[config.mk]
export PLATFORM = sky130hd
export DESIGN_NAME = gdc_key
export DESIGN_NICKNAME = d
export VERILOG_FILES = /design/src/rtl/gdc_pkg.sv /design/src/rtl/gdc_key.sv
export SDC_FILE = /design/constraint.sdc
export NUM_CORES = 1
export LEC_CHECK = 0
export ABC_CLOCK_PERIOD_IN_PS = 1250
export BUFFER_PORTS_ARGS = -buffer_cell sky130_fd_sc_hd__buf_2
export CORE_UTILIZATION = 24
export DETAILED_ROUTE_END_ITERATION = 10
export PLACE_DENSITY_LB_ADDON = 0.08
export SLEW_MARGIN = 10
export SYNTH_ARGS = -nofsm -noshare
export SYNTH_HDL_FRONTEND = slang
export SYNTH_SLANG_ARGS = --single-unit
[constraint.sdc]
create_clock -name vclk -period 1.25
set_input_delay 0 -clock vclk [all_inputs]
set_output_delay 0 -clock vclk [all_outputs]
set_load 0.005 [all_outputs]
[src/rtl/gdc_pkg.sv]
`timescale 1ns / 1ps
// ----------------------------------------------------------------------------
// gdc_pkg: shared types for the genotype group dedup counter
// Item and result payloads, the beat that runs down the cell chain, and
// the configuration register indexes.
// ----------------------------------------------------------------------------
package gdc_pkg;

  // configuration port
  localparam int CFG_IDX_W  = 2;
  localparam int CFG_DATA_W = 5;

  typedef enum logic [CFG_IDX_W-1:0] {
    REG_SNPS_IN_USE = 2'd0,
    REG_SEX_IN_KEY  = 2'd1
  } cfg_reg_t;

  localparam logic [CFG_DATA_W-1:0] SNPS_IN_USE_RESET = 5'd16;
  localparam logic [15:0]           COUNT_MAX         = 16'hFFFF;

  // one input item
  typedef struct packed {
    logic        eligible;
    logic        sex;
    logic [31:0] genotype_bits;
    logic [15:0] individual_id;
  } item_t;

  // one result item
  typedef struct packed {
    logic        skipped;
    logic        new_group;
    logic [5:0]  group_index;
    logic [15:0] group_count;
    logic [15:0] first_member;
    logic        table_full;
  } result_t;

  // control and result fields carried by a beat through the chain
  typedef struct packed {
    logic        vld;
    logic        skip;
    logic        done;
    logic        new_group;
    logic [15:0] count;
    logic [15:0] first;
  } beat_t;

endpackage

[src/rtl/gdc_key.sv]
`timescale 1ns / 1ps
// ----------------------------------------------------------------------------
// gdc_key: key builder
// Masks the genotype bits to the SNPs in use and places the sex bit on
// top when X mode is set.
// ----------------------------------------------------------------------------
module gdc_key #(
  parameter int MAX_SNPS = 16
) (
  input  gdc_pkg::item_t         item,
  input  logic [4:0]             snps_in_use,
  input  logic                   sex_in_key,
  output logic [2*MAX_SNPS:0]    key
);

  logic [4:0]  snps_eff;
  logic [63:0] geno_ext;

  // clamp the snp count to the key size
  assign snps_eff = (snps_in_use > 5'(MAX_SNPS)) ? 5'(MAX_SNPS) : snps_in_use;
  assign geno_ext = 64'(item.genotype_bits);

  // keep only bits of snps below the clamped count
  always_comb begin
    for (int b = 0; b < 2 * MAX_SNPS; b++) begin
      key[b] = geno_ext[b] && ((b >> 1) < int'(snps_eff));
    end
    key[2*MAX_SNPS] = sex_in_key && item.sex;
  end

endmodule

== After elaboration in Yosys (flattened, before gate mapping) ==
Index checks and enable logic that the tools add are counted.
Word-level totals
  word-level logic and storage cells: 51
  output and inout port bits: 33
  bits of input ports: 56
  register bits: 0
Cells by class
  reductions and logical operators: 33
  magnitude comparators: 17
  muxes and demuxes: 1
Operator list (count)
  $lt 4x5->1 const A: 8
  $logic_and 1x1->1: 33
  $lt 3x5->1 const A: 4
  $lt 1x5->1 const A: 2
  $lt 2x5->1 const A: 2
  $gt 5x5->1 const B: 1
  $mux 5: 1

== Longest topological paths before layout ==
  word-level depth: 4
  mapped depth: 4
  depth with buffers taken out: 2

== Worst setup path before layout ==
Ideal clock, no wire load.
  path type: input-to-output
  start point: in snps_in_use[3]
  end point: out key[2]
  cell stages on the path: 4
  buffers on the path: 2
  path slack: 527 ps
  required time: 1250 ps
  data arrival time: 723 ps
  path through: buf_2 or2_1 clkbuf_1 o31a_1
On the way
  word-level cells in the longest chain between the ends: 4
RTL lines
  start, declared: line gdc_key.sv:11  | input logic [4:0] snps_in_use,
  $gt 5x5->1: line gdc_key.sv:20  | assign snps_eff = (snps_in_use > 5'(MAX_SNPS)) ? 5'(MAX_SNPS) : snps_in_use;
  $mux 5 *: line gdc_key.sv:20
  $lt 1x5->1 *: line gdc_key.sv:26  | key[b] = geno_ext[b] && ((b >> 1) < int'(snps_eff));
  $logic_and 1x1->1 *: line gdc_key.sv:26
  end, declared: line gdc_key.sv:13  | output logic [2*MAX_SNPS:0] key
Mark *: on every way between the ends. The rest lies on a longest branch, timed or not.

== Final worst setup path ==
  start point: in snps_in_use[4]
  end point: out key[17]
On the way
  word-level cells in the longest chain between the ends: 4
RTL lines (line)
  $gt 5x5->1: gdc_key.sv:20
  $mux 5 *: gdc_key.sv:20
  $lt 4x5->1 *: gdc_key.sv:26
  $logic_and 1x1->1 *: gdc_key.sv:26
Marked as above.

==> flow_summary.yaml <==
worst_setup_path:
  worstPathCellList: "buf_2, or4_1, and3_1, buf_2"
  crit_path_top_delay_cell: "or4_1"
  critPathMaxStageDelay_ps: 500
  cp_max_fo: 12
  path_class: "in -> out"
  crit_top_cell: "buf_2"
  required_ps: 1250
  critPathArrivalTime_ps: 970
  critPathLaunchType: "input pin"
  endpoint_kind: "output port"
final_layout:
  design.seq.count: 0
  final_core_util_pct: 54.2
  nFillCells: 153
  antennaDiodeCount: 0
  nClkBuffers: 0
  multi_input_area_sq_um: 317
  fin_cells: 138
  fin_area_sq_um: 714
  layout.nets: 181
  drive_above_1_share_pct: 61.0
  area_growth_pct: 108
  final-seq-area_sq_um: 0
detailed_routing:
  drt-initial-drc-count: 5
  drt-total-wl_microns: 1290
  wl_per_cell_microns: 9.36
  first_pass_iters: 3
  via_per_inst: 4.64
  drc_errors: 0
  num_vias: 641
  antenna_left: 0
power:
  p_leak_uw: 0.000427
  worst_ir_drop_vdd_mv: 0.126
  power.density_nw_per_um2: 309
yosys:
  synth_top_area_cell: "a21boi_0"
  synth_top_area_share_pct: 26.2
  synth_xor_area_share_pct: 0
  synthAdderAreaFrac_pct: 0
  yosysWarnings: 0
  synth_top_family_by_area: "compound AO/OA/AOI/OAI gates"
  synth_area_leaders: "a21boi_0, nor2b_1, and2_1, and3_1, buf_2"
  yosys.area_share.simple_pct: 44.4
  seq_area_frac_synth_pct: 0
  synth.avg_cell_area_sq_um: 6.37
  synth_nets: 110
  post_synth_mux_area_share_pct: 0
  synth_compound_area_share_pct: 47.6
  netlist-cell-type-count: 20
  synth_area_sq_um: 344
  synthCells: 54
timing:
  layout_min_cycle_time_ps: 972
  finalSetupTns_ps: 0
  clock.fmax_mhz: 1030
  slew_viol_final: 0
  final-hold-violation-count: 0
  worst_pin_slew_ps: 497
  rsz0062_at_grt: "no"
  slew_headroom_pct: 66.6
  setup_viol: 0
  fin_crit_sh_pct: 77.7
global_routing:
  grt_max_degree: 14
  grtUsageTotal_pct: 13.5
  antenna_found_initial: 0
  grt_pass1_wl_microns: 1570
  grt_pass1_vias: 411
  gr-total-overflow: 0
floorplan:
  die-width_microns: 39.9
  die_h_microns: 39.9
  core_sq_um: 1320
  dieArea_sq_um: 1590
  pin_count: 89
  rows: 13
  initial_core_util_pct: 26.1
place:
  io_buffer_count: 72
  place_inst: 138
  gp_congestion: 0.610
  dp_hpwl_microns: 1130
  place_area_sq_um: 714
clock_network:
  cts_resized: 0
  hold_buffers: 0
  postCtsSetupBuffers: 0
hold_path:
  hold_path_class: "in -> out"
job:
  cap_violations: 0
outcome:
  status: "complete, no violations"
-- worst max-delay path: cells and delay by family --
family,cells,cell delay (ps)
buf+inv,2,280
simple gates,2,690
-- logic make-up after synthesis --
group           count (synthesis)
compound gates                 22
buf+inv                         6
simple gates                   26
-- cell usage after synthesis (all sizes together) (2+ instances only) --
cell	count
nor2	2
buf	4
a21boi	12
o31a	2
nand2	2
and3	4
nor2b	10
and2	5
o21ai	2
-- cell usage in the layout, fill, tap and decap left out --
cell,Yosys,final
a211o_2,1,1
a21boi_0,12,12
a21oi_1,1,1
a311oi_1,1,1
a31oi_1,1,1
a41oi_1,1,1
and2_1,5,5
and3_1,4,4
buf_2,4,72
buf_4,0,2
inv_1,1,1
nand2_1,2,2
nor2_1,2,2
nor2b_1,10,10
nor3_1,1,1
o211ai_1,1,1
o21ai_0,2,2
o31a_1,2,2
or2_1,1,1
or4_1,1,1
-- through the flow --
step	power, uW	setup slack (ps)	hold slack [ps]
after floorplan	96.0	527	89.6
after global placement	218	280	266
after detailed placement	223	269	271
after CTS	224	268	270
after global routing	254	154	287
final	221	278	267
-- path summary, 6_finish.rpt --
path	start	end	slack, ps	cells after the start
worst max-delay path	snps_in_use[4]	key[17]	280	4
worst min-delay path	item[48]	key[32]	270	3
-- power by group --
part,switching [uW],total [uW],leakage (uW),internal [uW]
logic,92.5,221,0.000427,128
registers,0,0,0,0
clock network,0,0,0,0
-- routing by layer --
| metal | vias to the layer above | routed length (microns) | track usage [%] |
|---|---|---|---|
| met4 | 0 | 0 | 0 |
| met2 | 28 | 704 | 27.0 |
| li1 | 335 | - | - |
| met1 | 278 | 474 | 15.8 |
| met3 | 0 | 113 | 1.14 |
| met5 | - | 0 | 0 |
-- layout make-up --
| type | count | share of cell area, % |
|---|---|---|
| Tap cell | 15 | 2.63 |
| Multi-Input combinational cell | 48 | 44.3 |
| Timing Repair Buffer | 74 | 52.5 |
| Inverter | 1 | 0.525 |
No activity file was read; power rests on OpenSTA's default activity.
