### src/rtl/gdc_pkg.sv
`timescale 1ns / 1ps
// ----------------------------------------------------------------------------
// gdc_pkg: shared types for the genotype group dedup counter
// Item and result payloads, the beat that runs down the cell chain, and
// the configuration register indexes.
// ----------------------------------------------------------------------------
package gdc_pkg;

  // configuration port
  localparam int CFG_IDX_W  = 2;
  localparam int CFG_DATA_W = 5;

  typedef enum logic [CFG_IDX_W-1:0] {
    REG_SNPS_IN_USE = 2'd0,
    REG_SEX_IN_KEY  = 2'd1
  } cfg_reg_t;

  localparam logic [CFG_DATA_W-1:0] SNPS_IN_USE_RESET = 5'd16;
  localparam logic [15:0]           COUNT_MAX         = 16'hFFFF;

  // one input item
  typedef struct packed {
    logic        eligible;
    logic        sex;
    logic [31:0] genotype_bits;
    logic [15:0] individual_id;
  } item_t;

  // one result item
  typedef struct packed {
    logic        skipped;
    logic        new_group;
    logic [5:0]  group_index;
    logic [15:0] group_count;
    logic [15:0] first_member;
    logic        table_full;
  } result_t;

  // control and result fields carried by a beat through the chain
  typedef struct packed {
    logic        vld;
    logic        skip;
    logic        done;
    logic        new_group;
    logic [15:0] count;
    logic [15:0] first;
  } beat_t;

endpackage

### src/rtl/gdc_cell.sv
`timescale 1ns / 1ps
// ----------------------------------------------------------------------------
// gdc_cell: one group slot of the chain
// Holds one group's key, count and reference member, checks the passing
// beat against it, claims an empty slot on a miss and forwards the beat.
// ----------------------------------------------------------------------------
module gdc_cell #(
  parameter int KEY_W    = 33,
  parameter int IDX_W    = 6,
  parameter int CELL_IDX = 0
) (
  input  logic                 clk,
  input  logic                 rst,
  input  gdc_pkg::beat_t       fwd_beat,
  input  logic [KEY_W-1:0]     fwd_key,
  input  logic [15:0]          fwd_id,
  input  logic [IDX_W-1:0]     fwd_idx,
  output gdc_pkg::beat_t       pass_beat,
  output logic [KEY_W-1:0]     pass_key,
  output logic [15:0]          pass_id,
  output logic [IDX_W-1:0]     pass_idx
);

  localparam logic [IDX_W-1:0] MY_IDX = IDX_W'(CELL_IDX);

  logic             valid;
  logic [KEY_W-1:0] key;
  logic [15:0]      count;
  logic [15:0]      ref_id;

  logic             live;
  logic             hit;
  logic             claim;
  logic [15:0]      count_next;
  gdc_pkg::beat_t   beat_next;
  logic [IDX_W-1:0] idx_next;

  // match or claim decision for a beat not yet resolved upstream
  assign live  = fwd_beat.vld && !fwd_beat.skip && !fwd_beat.done;
  assign hit   = live && valid && (key == fwd_key);
  assign claim = live && !valid;
  assign count_next = (count == gdc_pkg::COUNT_MAX) ? count : count + 16'd1;

  // update the beat with this slot's answer
  always_comb begin
    beat_next = fwd_beat;
    idx_next  = fwd_idx;
    if (hit) begin
      beat_next.done  = 1'b1;
      beat_next.count = count_next;
      beat_next.first = ref_id;
      idx_next        = MY_IDX;
    end else if (claim) begin
      beat_next.done      = 1'b1;
      beat_next.new_group = 1'b1;
      beat_next.count     = 16'd1;
      beat_next.first     = fwd_id;
      idx_next            = MY_IDX;
    end
  end

  // slot occupancy
  always_ff @(posedge clk) begin
    if (rst) begin
      valid <= 1'b0;
    end else if (claim) begin
      valid <= 1'b1;
    end
  end

  // slot contents
  always_ff @(posedge clk) begin
    if (claim) begin
      key    <= fwd_key;
      count  <= 16'd1;
      ref_id <= fwd_id;
    end else if (hit) begin
      count <= count_next;
    end
  end

  // beat register toward the next cell
  always_ff @(posedge clk) begin
    if (rst) begin
      pass_beat.vld <= 1'b0;
    end else begin
      pass_beat.vld <= beat_next.vld;
    end
    pass_beat.skip      <= beat_next.skip;
    pass_beat.done      <= beat_next.done;
    pass_beat.new_group <= beat_next.new_group;
    pass_beat.count     <= beat_next.count;
    pass_beat.first     <= beat_next.first;
    pass_key            <= fwd_key;
    pass_id             <= fwd_id;
    pass_idx            <= idx_next;
  end

endmodule

### config.mk
export PLATFORM = sky130hd
export DESIGN_NAME = gdc_cell
export DESIGN_NICKNAME = d
export VERILOG_FILES = /design/src/rtl/gdc_pkg.sv /design/src/rtl/gdc_cell.sv
export SDC_FILE = /design/constraint.sdc
export NUM_CORES = 1
export LEC_CHECK = 0
export BUFFER_PORTS_ARGS = -buffer_cell sky130_fd_sc_hd__buf_2
export CAP_MARGIN = 15
export CORE_UTILIZATION = 53
export CTS_CLUSTER_SIZE = 25
export DETAILED_ROUTE_END_ITERATION = 8
export GPL_TIMING_DRIVEN = 1
export PLACE_DENSITY = 0.95
export SLEW_MARGIN = 20
export SYNTH_ARGS = -nofsm -noshare
export SYNTH_HDL_FRONTEND = slang
export SYNTH_SLANG_ARGS = --single-unit
### constraint.sdc
create_clock -name clk -period 4.8 [get_ports clk]
set_clock_uncertainty 0.1 [all_clocks]
set_input_delay 0 -clock clk [delete_from_list [all_inputs] [get_ports clk]]
set_output_delay 0 -clock clk [all_outputs]
set_load 0.005 [all_outputs]
=== Word level (Yosys, flattened, before mapping) ===
Cells that the tools add are included.

* Register bits after elaboration: 157
* Bits in latches: 0
* Bits in writable memories: 0
* ROM bits: 0
* Input bits: 93
* Output and inout bits: 91
* Word-level logic and storage cells: 29
* Memories kept: 0

* Add/subtract/negate cells: 1
* Multiply operators: 0
* Divide/modulo/power cells: 0
* $lt $le $gt $ge: 0
* Equality and inequality tests: 2
* Shifts and indexed selects: 0
* Mux-type cells: 4
* Bitwise logic cells: 0
* Reductions and logical operators: 9

{| class="wikitable"
|+ Operators by type and width
! kind !! count
|-
| 33-bit equality test || 1
|-
| 33-bit two-way mux || 1
|-
| 32-bit two-way mux || 1
|-
| 16-bit by 1-bit adder with 16-bit output, second input constant || 1
|-
| 16-bit equality test, second input constant || 1
|-
| 16-bit two-way mux || 1
|-
| 1-bit logical AND || 5
|-
| 1-bit logical NOT || 3
|-
| 2-bit OR reduction || 1
|-
| 1-bit two-way mux || 1
|}

=== Depth between registers and ports, before layout ===
* Word-level depth: 6
* Gate-level depth with buffers: 9
* Depth with buffers taken out: 7

=== Worst setup path after synthesis ===
Ideal clock, no wire load.

* Path type: register to register
* Start: reg valid
* End: reg pass_beat[15] in the netlist's numbering
* Library setup time: 0.133 ns
* Arrival time: 1.870 ns
* Data required time: 4.567 ns
* Setup slack: 2.698 ns
* Stages on the path, launching flop included: 7
* Buffers on the path: 2
* Period minus slack after synthesis: 2.102 ns
* Cell sequence: dfxtp_1 > or2b_1 > clkbuf_1 > inv_2 > buf_2 > mux2i_1 > a21oi_1

{| class="wikitable"
|+ RTL lines
! what !! line !! text
|-
| start, declared || gdc_cell.sv:26 || <nowiki>logic valid;</nowiki>
|-
| start signal, assigned || gdc_cell.sv:65 || <nowiki>valid <= 1'b0;</nowiki>
|-
| start signal, assigned || gdc_cell.sv:67 || <nowiki>valid <= 1'b1;</nowiki>
|-
| end, declared || gdc_cell.sv:18 || <nowiki>output gdc_pkg::beat_t pass_beat,</nowiki>
|}

=== Worst setup path after layout ===
* Start: reg key[11]
* End: reg count[13]

* Word-level cells in the longest chain between the ends: 2

{| class="wikitable"
|+ Ends and longest elaborated chain
! what !! line !! text
|-
| start, declared || gdc_cell.sv:27 || <nowiki>logic [KEY_W-1:0] key;</nowiki>
|-
| start signal, assigned || gdc_cell.sv:74 || <nowiki>key <= fwd_key;</nowiki>
|-
| 33-bit equality test || gdc_cell.sv:40 || <nowiki>assign hit = live && valid && (key == fwd_key);</nowiki>
|-
| 1-bit logical AND || gdc_cell.sv:40 ||
|-
| end signal, assigned || gdc_cell.sv:78 || <nowiki>count <= count_next;</nowiki>
|-
| end, declared || gdc_cell.sv:28 || <nowiki>logic [15:0] count;</nowiki>
|}

Every way passes these cells.
A chain may end at the register's enable or synchronous reset.

==> key figures <==
STA
  • Max-Slew Margin vs Limit: 40.4%
  • Tcrit/Tclk final: 67.3%
  • Max Freq: 309 MHz
  • Final setup fails: 0
  • Total Neg Setup Slack: 0 ns
  • Max Slew Vio Count: 0
  • Worst slew pin tran: a little under 0.9 ns
  • RSZ-0062 raised after global routing: false
  • Crit path time final: 3.23 ns
  • Final hold violation count: 0

Routing
  • # DRC: 0
  • DRT Pass-1 Iters: 4
  • Wire per inst: 18.6 µm
  • Final WL: 15500 µm
  • Vias after detailed routing: ~4400
  • Vias per std cell: between 5 and 6
  • Detail Route Antenna Nets: 0
  • Starting DRT DRC Count: between 150 and 200

Yosys
  • Post-synth EDFFs: 49
  • Post-Syn Area: 0.00526 mm²
  • Register area share after synthesis: 69.1%
  • Top-count cell post-synth: dfxtp_1
  • Mapped Nets: 504
  • Synth Flop Type: dfxtp_1
  • #FFs+latches synth: 157
  • Yosys cell types: 42
  • FFs w/ async S/R, synth: 0%
  • Area leader, netlist: dfxtp_1
  • Yosys top cell area share: 41.1%
  • Synth area leaders: dfxtp_1, edfxtp_1, xnor2_1
  • Post-Synthesis Mean Instance Area: 12.8 µm²
  • Cells after Synth: 410
  • Post-synth top cells: dfxtp_1, edfxtp_1, xnor2_1
  • Synthesis Warnings: 0

Layout
  • Final design utilization: 83.0%
  • Layout area overhead: 48.6%
  • Net count, final: 784
  • Layout cells sized above 1: 32.3%

Worst setup path
  • Worst Path Max Fanout: 38
  • Worst EP required: 5.09 ns
  • Critical Path Slowest Stage Cell: nand4_2
  • Crit path capture type: register
  • CP peak stage delay: 0.78 ns
  • Reg2Reg Depth: 7
  • Critical Setup Path Class: register to register
  • Critical R2R Launch: key[11]$_DFFE_PP_
  • Arrival @ worst endpoint: 3.52 ns
  • Worst path cell trace: xnor2_1 > nand3_1 > nor3_2 > nand4_2 > buf_4 > o41ai_1 > a21oi_1
  • R2R Setup Slk: approximately 1.6 ns
  • FF-to-FF End: count[13]$_SDFFE_PP0P_
  • Critical Path Start Type: register

Power and ir drop
  • Net Sw Frac: 22.5%
  • Int Power: ~0.0024 W
  • Register share of total power: 47.0%
  • PD cells: between 300 and 400 mW/mm²
  • Logic gate share of total power: 7.8%
  • Clock power frac: a little under half
  • Leak Pwr: 3.28 nW
  • Worst vdd ir: 287 µV
  • P_sw: 0.000692 W

Clocking
  • Post_cts resized: 0
  • Num Clock Sinks: 157
  • Max H-tree Level: 4
  • CTS clk-pin slew, worst paths: around 0.07 ns
  • Later-pin clock latency in the skew report: 0.52 ns
  • CTS root buf: clkbuf_8
  • CTS Buf Count: 17
  • CTS tree: built
  • CTS max path bufs: 2

Floorplan
  • Die width: 102 µm
  • Die area: 0.0103 mm²
  • Initial Utilization: 55.9%
  • Core area: roughly 0.0094 mm²
  • Die height: around 100 µm
  • Row cnt: 35
  • IO Pins: 184

Placed design
  • Dpl hpwl: a little over 8000 µm
  • Routability Congestion: 0.785
  • IO buf count: roughly 180

Global route
  • First-pass GRT wire length: between 20000 and 25000 µm
  • Global route total overflow: 0
  • Largest net degree at the start of global routing: 48
  • Antenna violations before repair: 1
  • GRT Resource Usage Total: 30.6%
  • Vias in the first global route: 4521

Status
  • Outcome: finished, final reports clean

Hold path
  • Worst Hold End: pass_id[15]$_DFF_P_
  • Hold path cells: 2
  • Hold crit path type: input port to register
  • Hold path startpoint: fwd_id[15]

Run
  • Max-cap violation count: 0
## worst max-delay path, delay by kind of cell (launching register included)
family                    cells  cell delay (ns)
and+or+nand+nor               3             1.33
DFF                           1             0.39
AOI/OAI and AO/OA             2             0.50
xor gates and xnor gates      1             0.21
buffers and inverters         1             0.54
## flip-flops by register name, summed over array words and instances, names as in the netlist
signal,cells
pass_idx,6
ref_id,16
pass_id,16
pass_beat,36
count,16
key,33
pass_key,33
valid,1
## worst max path at each step
stage,slack (ns),to,from
2_1_floorplan,2.70,pass_beat[15]$_DFF_P_,valid$_SDFFE_PP0P_
3_3_place_gp,2.01,count[13]$_SDFFE_PP0P_,key[25]$_DFFE_PP_
3_5_place_dp,1.83,count[13]$_SDFFE_PP0P_,key[17]$_DFFE_PP_
4_1_cts,1.77,count[13]$_SDFFE_PP0P_,key[11]$_DFFE_PP_
5_1_grt,1.38,count[13]$_SDFFE_PP0P_,key[21]$_DFFE_PP_
6_report,1.57,count[13]$_SDFFE_PP0P_,key[11]$_DFFE_PP_
## through the flow
stage	hold slack, ns	setup WS (ns)	cells	instance area (µm²)	total power [W]
after floorplan	-0.0723	2.70	410	5260	0.00153
after global placement	0.0271	2.01	707	6270	0.00163
after detailed placement	0.0314	1.83	707	6270	0.00164
after CTS	0.0256	1.77	832	7810	0.00306
after global routing	0.0389	1.38	833	7810	0.00316
final	0.0403	1.57	833	7810	0.00308
## power by group through the flow
stage | clock, W | combinational, W | sequential, W
2_1_floorplan | 0 | 0.0000532 | 0.00148
3_3_place_gp | 0 | 0.000161 | 0.00147
3_5_place_dp | 0 | 0.000169 | 0.00147
4_1_cts | 0.00138 | 0.000229 | 0.00145
5_1_grt | 0.00145 | 0.000257 | 0.00145
6_report | 0.00139 | 0.000240 | 0.00145
## cell type report
class	instances	area (µm²)
Clock buffer	19	432
Fill cell	490	1600
Inverter	3	11.3
Antenna cell	1	2.50
Tap cell	129	161
Timing Repair Buffer	278	1860
Multi-Input combinational cell	233	1530
Sequential cell	157	3630
Clock inverter	13	176
## cells by family after synthesis
kind of cell / count (synthesis) / share of synthesized area [%]
mux: 19 / 3.62
fa+ha+maj: 1 / 0.238
compound gates: 66 / 7.30
flops: 157 / 69.1
simple gates: 106 / 11.2
buf+inv: 20 / 1.74
xor+xnor: 41 / 6.83
## cell usage in the layout (no fill, tap or decap), types with 3 or more instances in the layout
cell | netlist | final
buf_2 | 3 | 183
dfxtp_1 | 108 | 108
dlygate4sd3_1 | 0 | 93
edfxtp_1 | 49 | 49
xnor2_1 | 34 | 34
o21ai_0 | 25 | 25
a21oi_1 | 25 | 25
nand3_1 | 24 | 24
nor2_1 | 24 | 24
mux2i_1 | 19 | 19
clkbuf_16 | 0 | 16
and3_1 | 11 | 11
nand4_1 | 9 | 9
nand2_1 | 8 | 8
xor2_1 | 7 | 7
or3_1 | 7 | 7
a21o_1 | 6 | 6
and2_1 | 4 | 4
inv_6 | 0 | 4
nor3_2 | 3 | 3
and4_1 | 3 | 3
nand2b_1 | 3 | 3
bufinv_16 | 0 | 3
clkinvlp_4 | 0 | 3
## routing by layer
metal	wire length [µm]	track usage [%]	vias up	share of wire, %
met4	687	18.8	0	4.4
met5	0	0	-	0
met3	665	5.94	48	4.3
met1	5530	31.4	2103	36
li1	-	-	2021	-
met2	8630	57.1	185	56
## timing repair
action | 4_1_cts | 5_1_grt
endpoints found under the hold margin | 141 | 0
setup buffers | 0 | 0
hold buffers | 93 | 0
(Power assumes the default switching activity.)
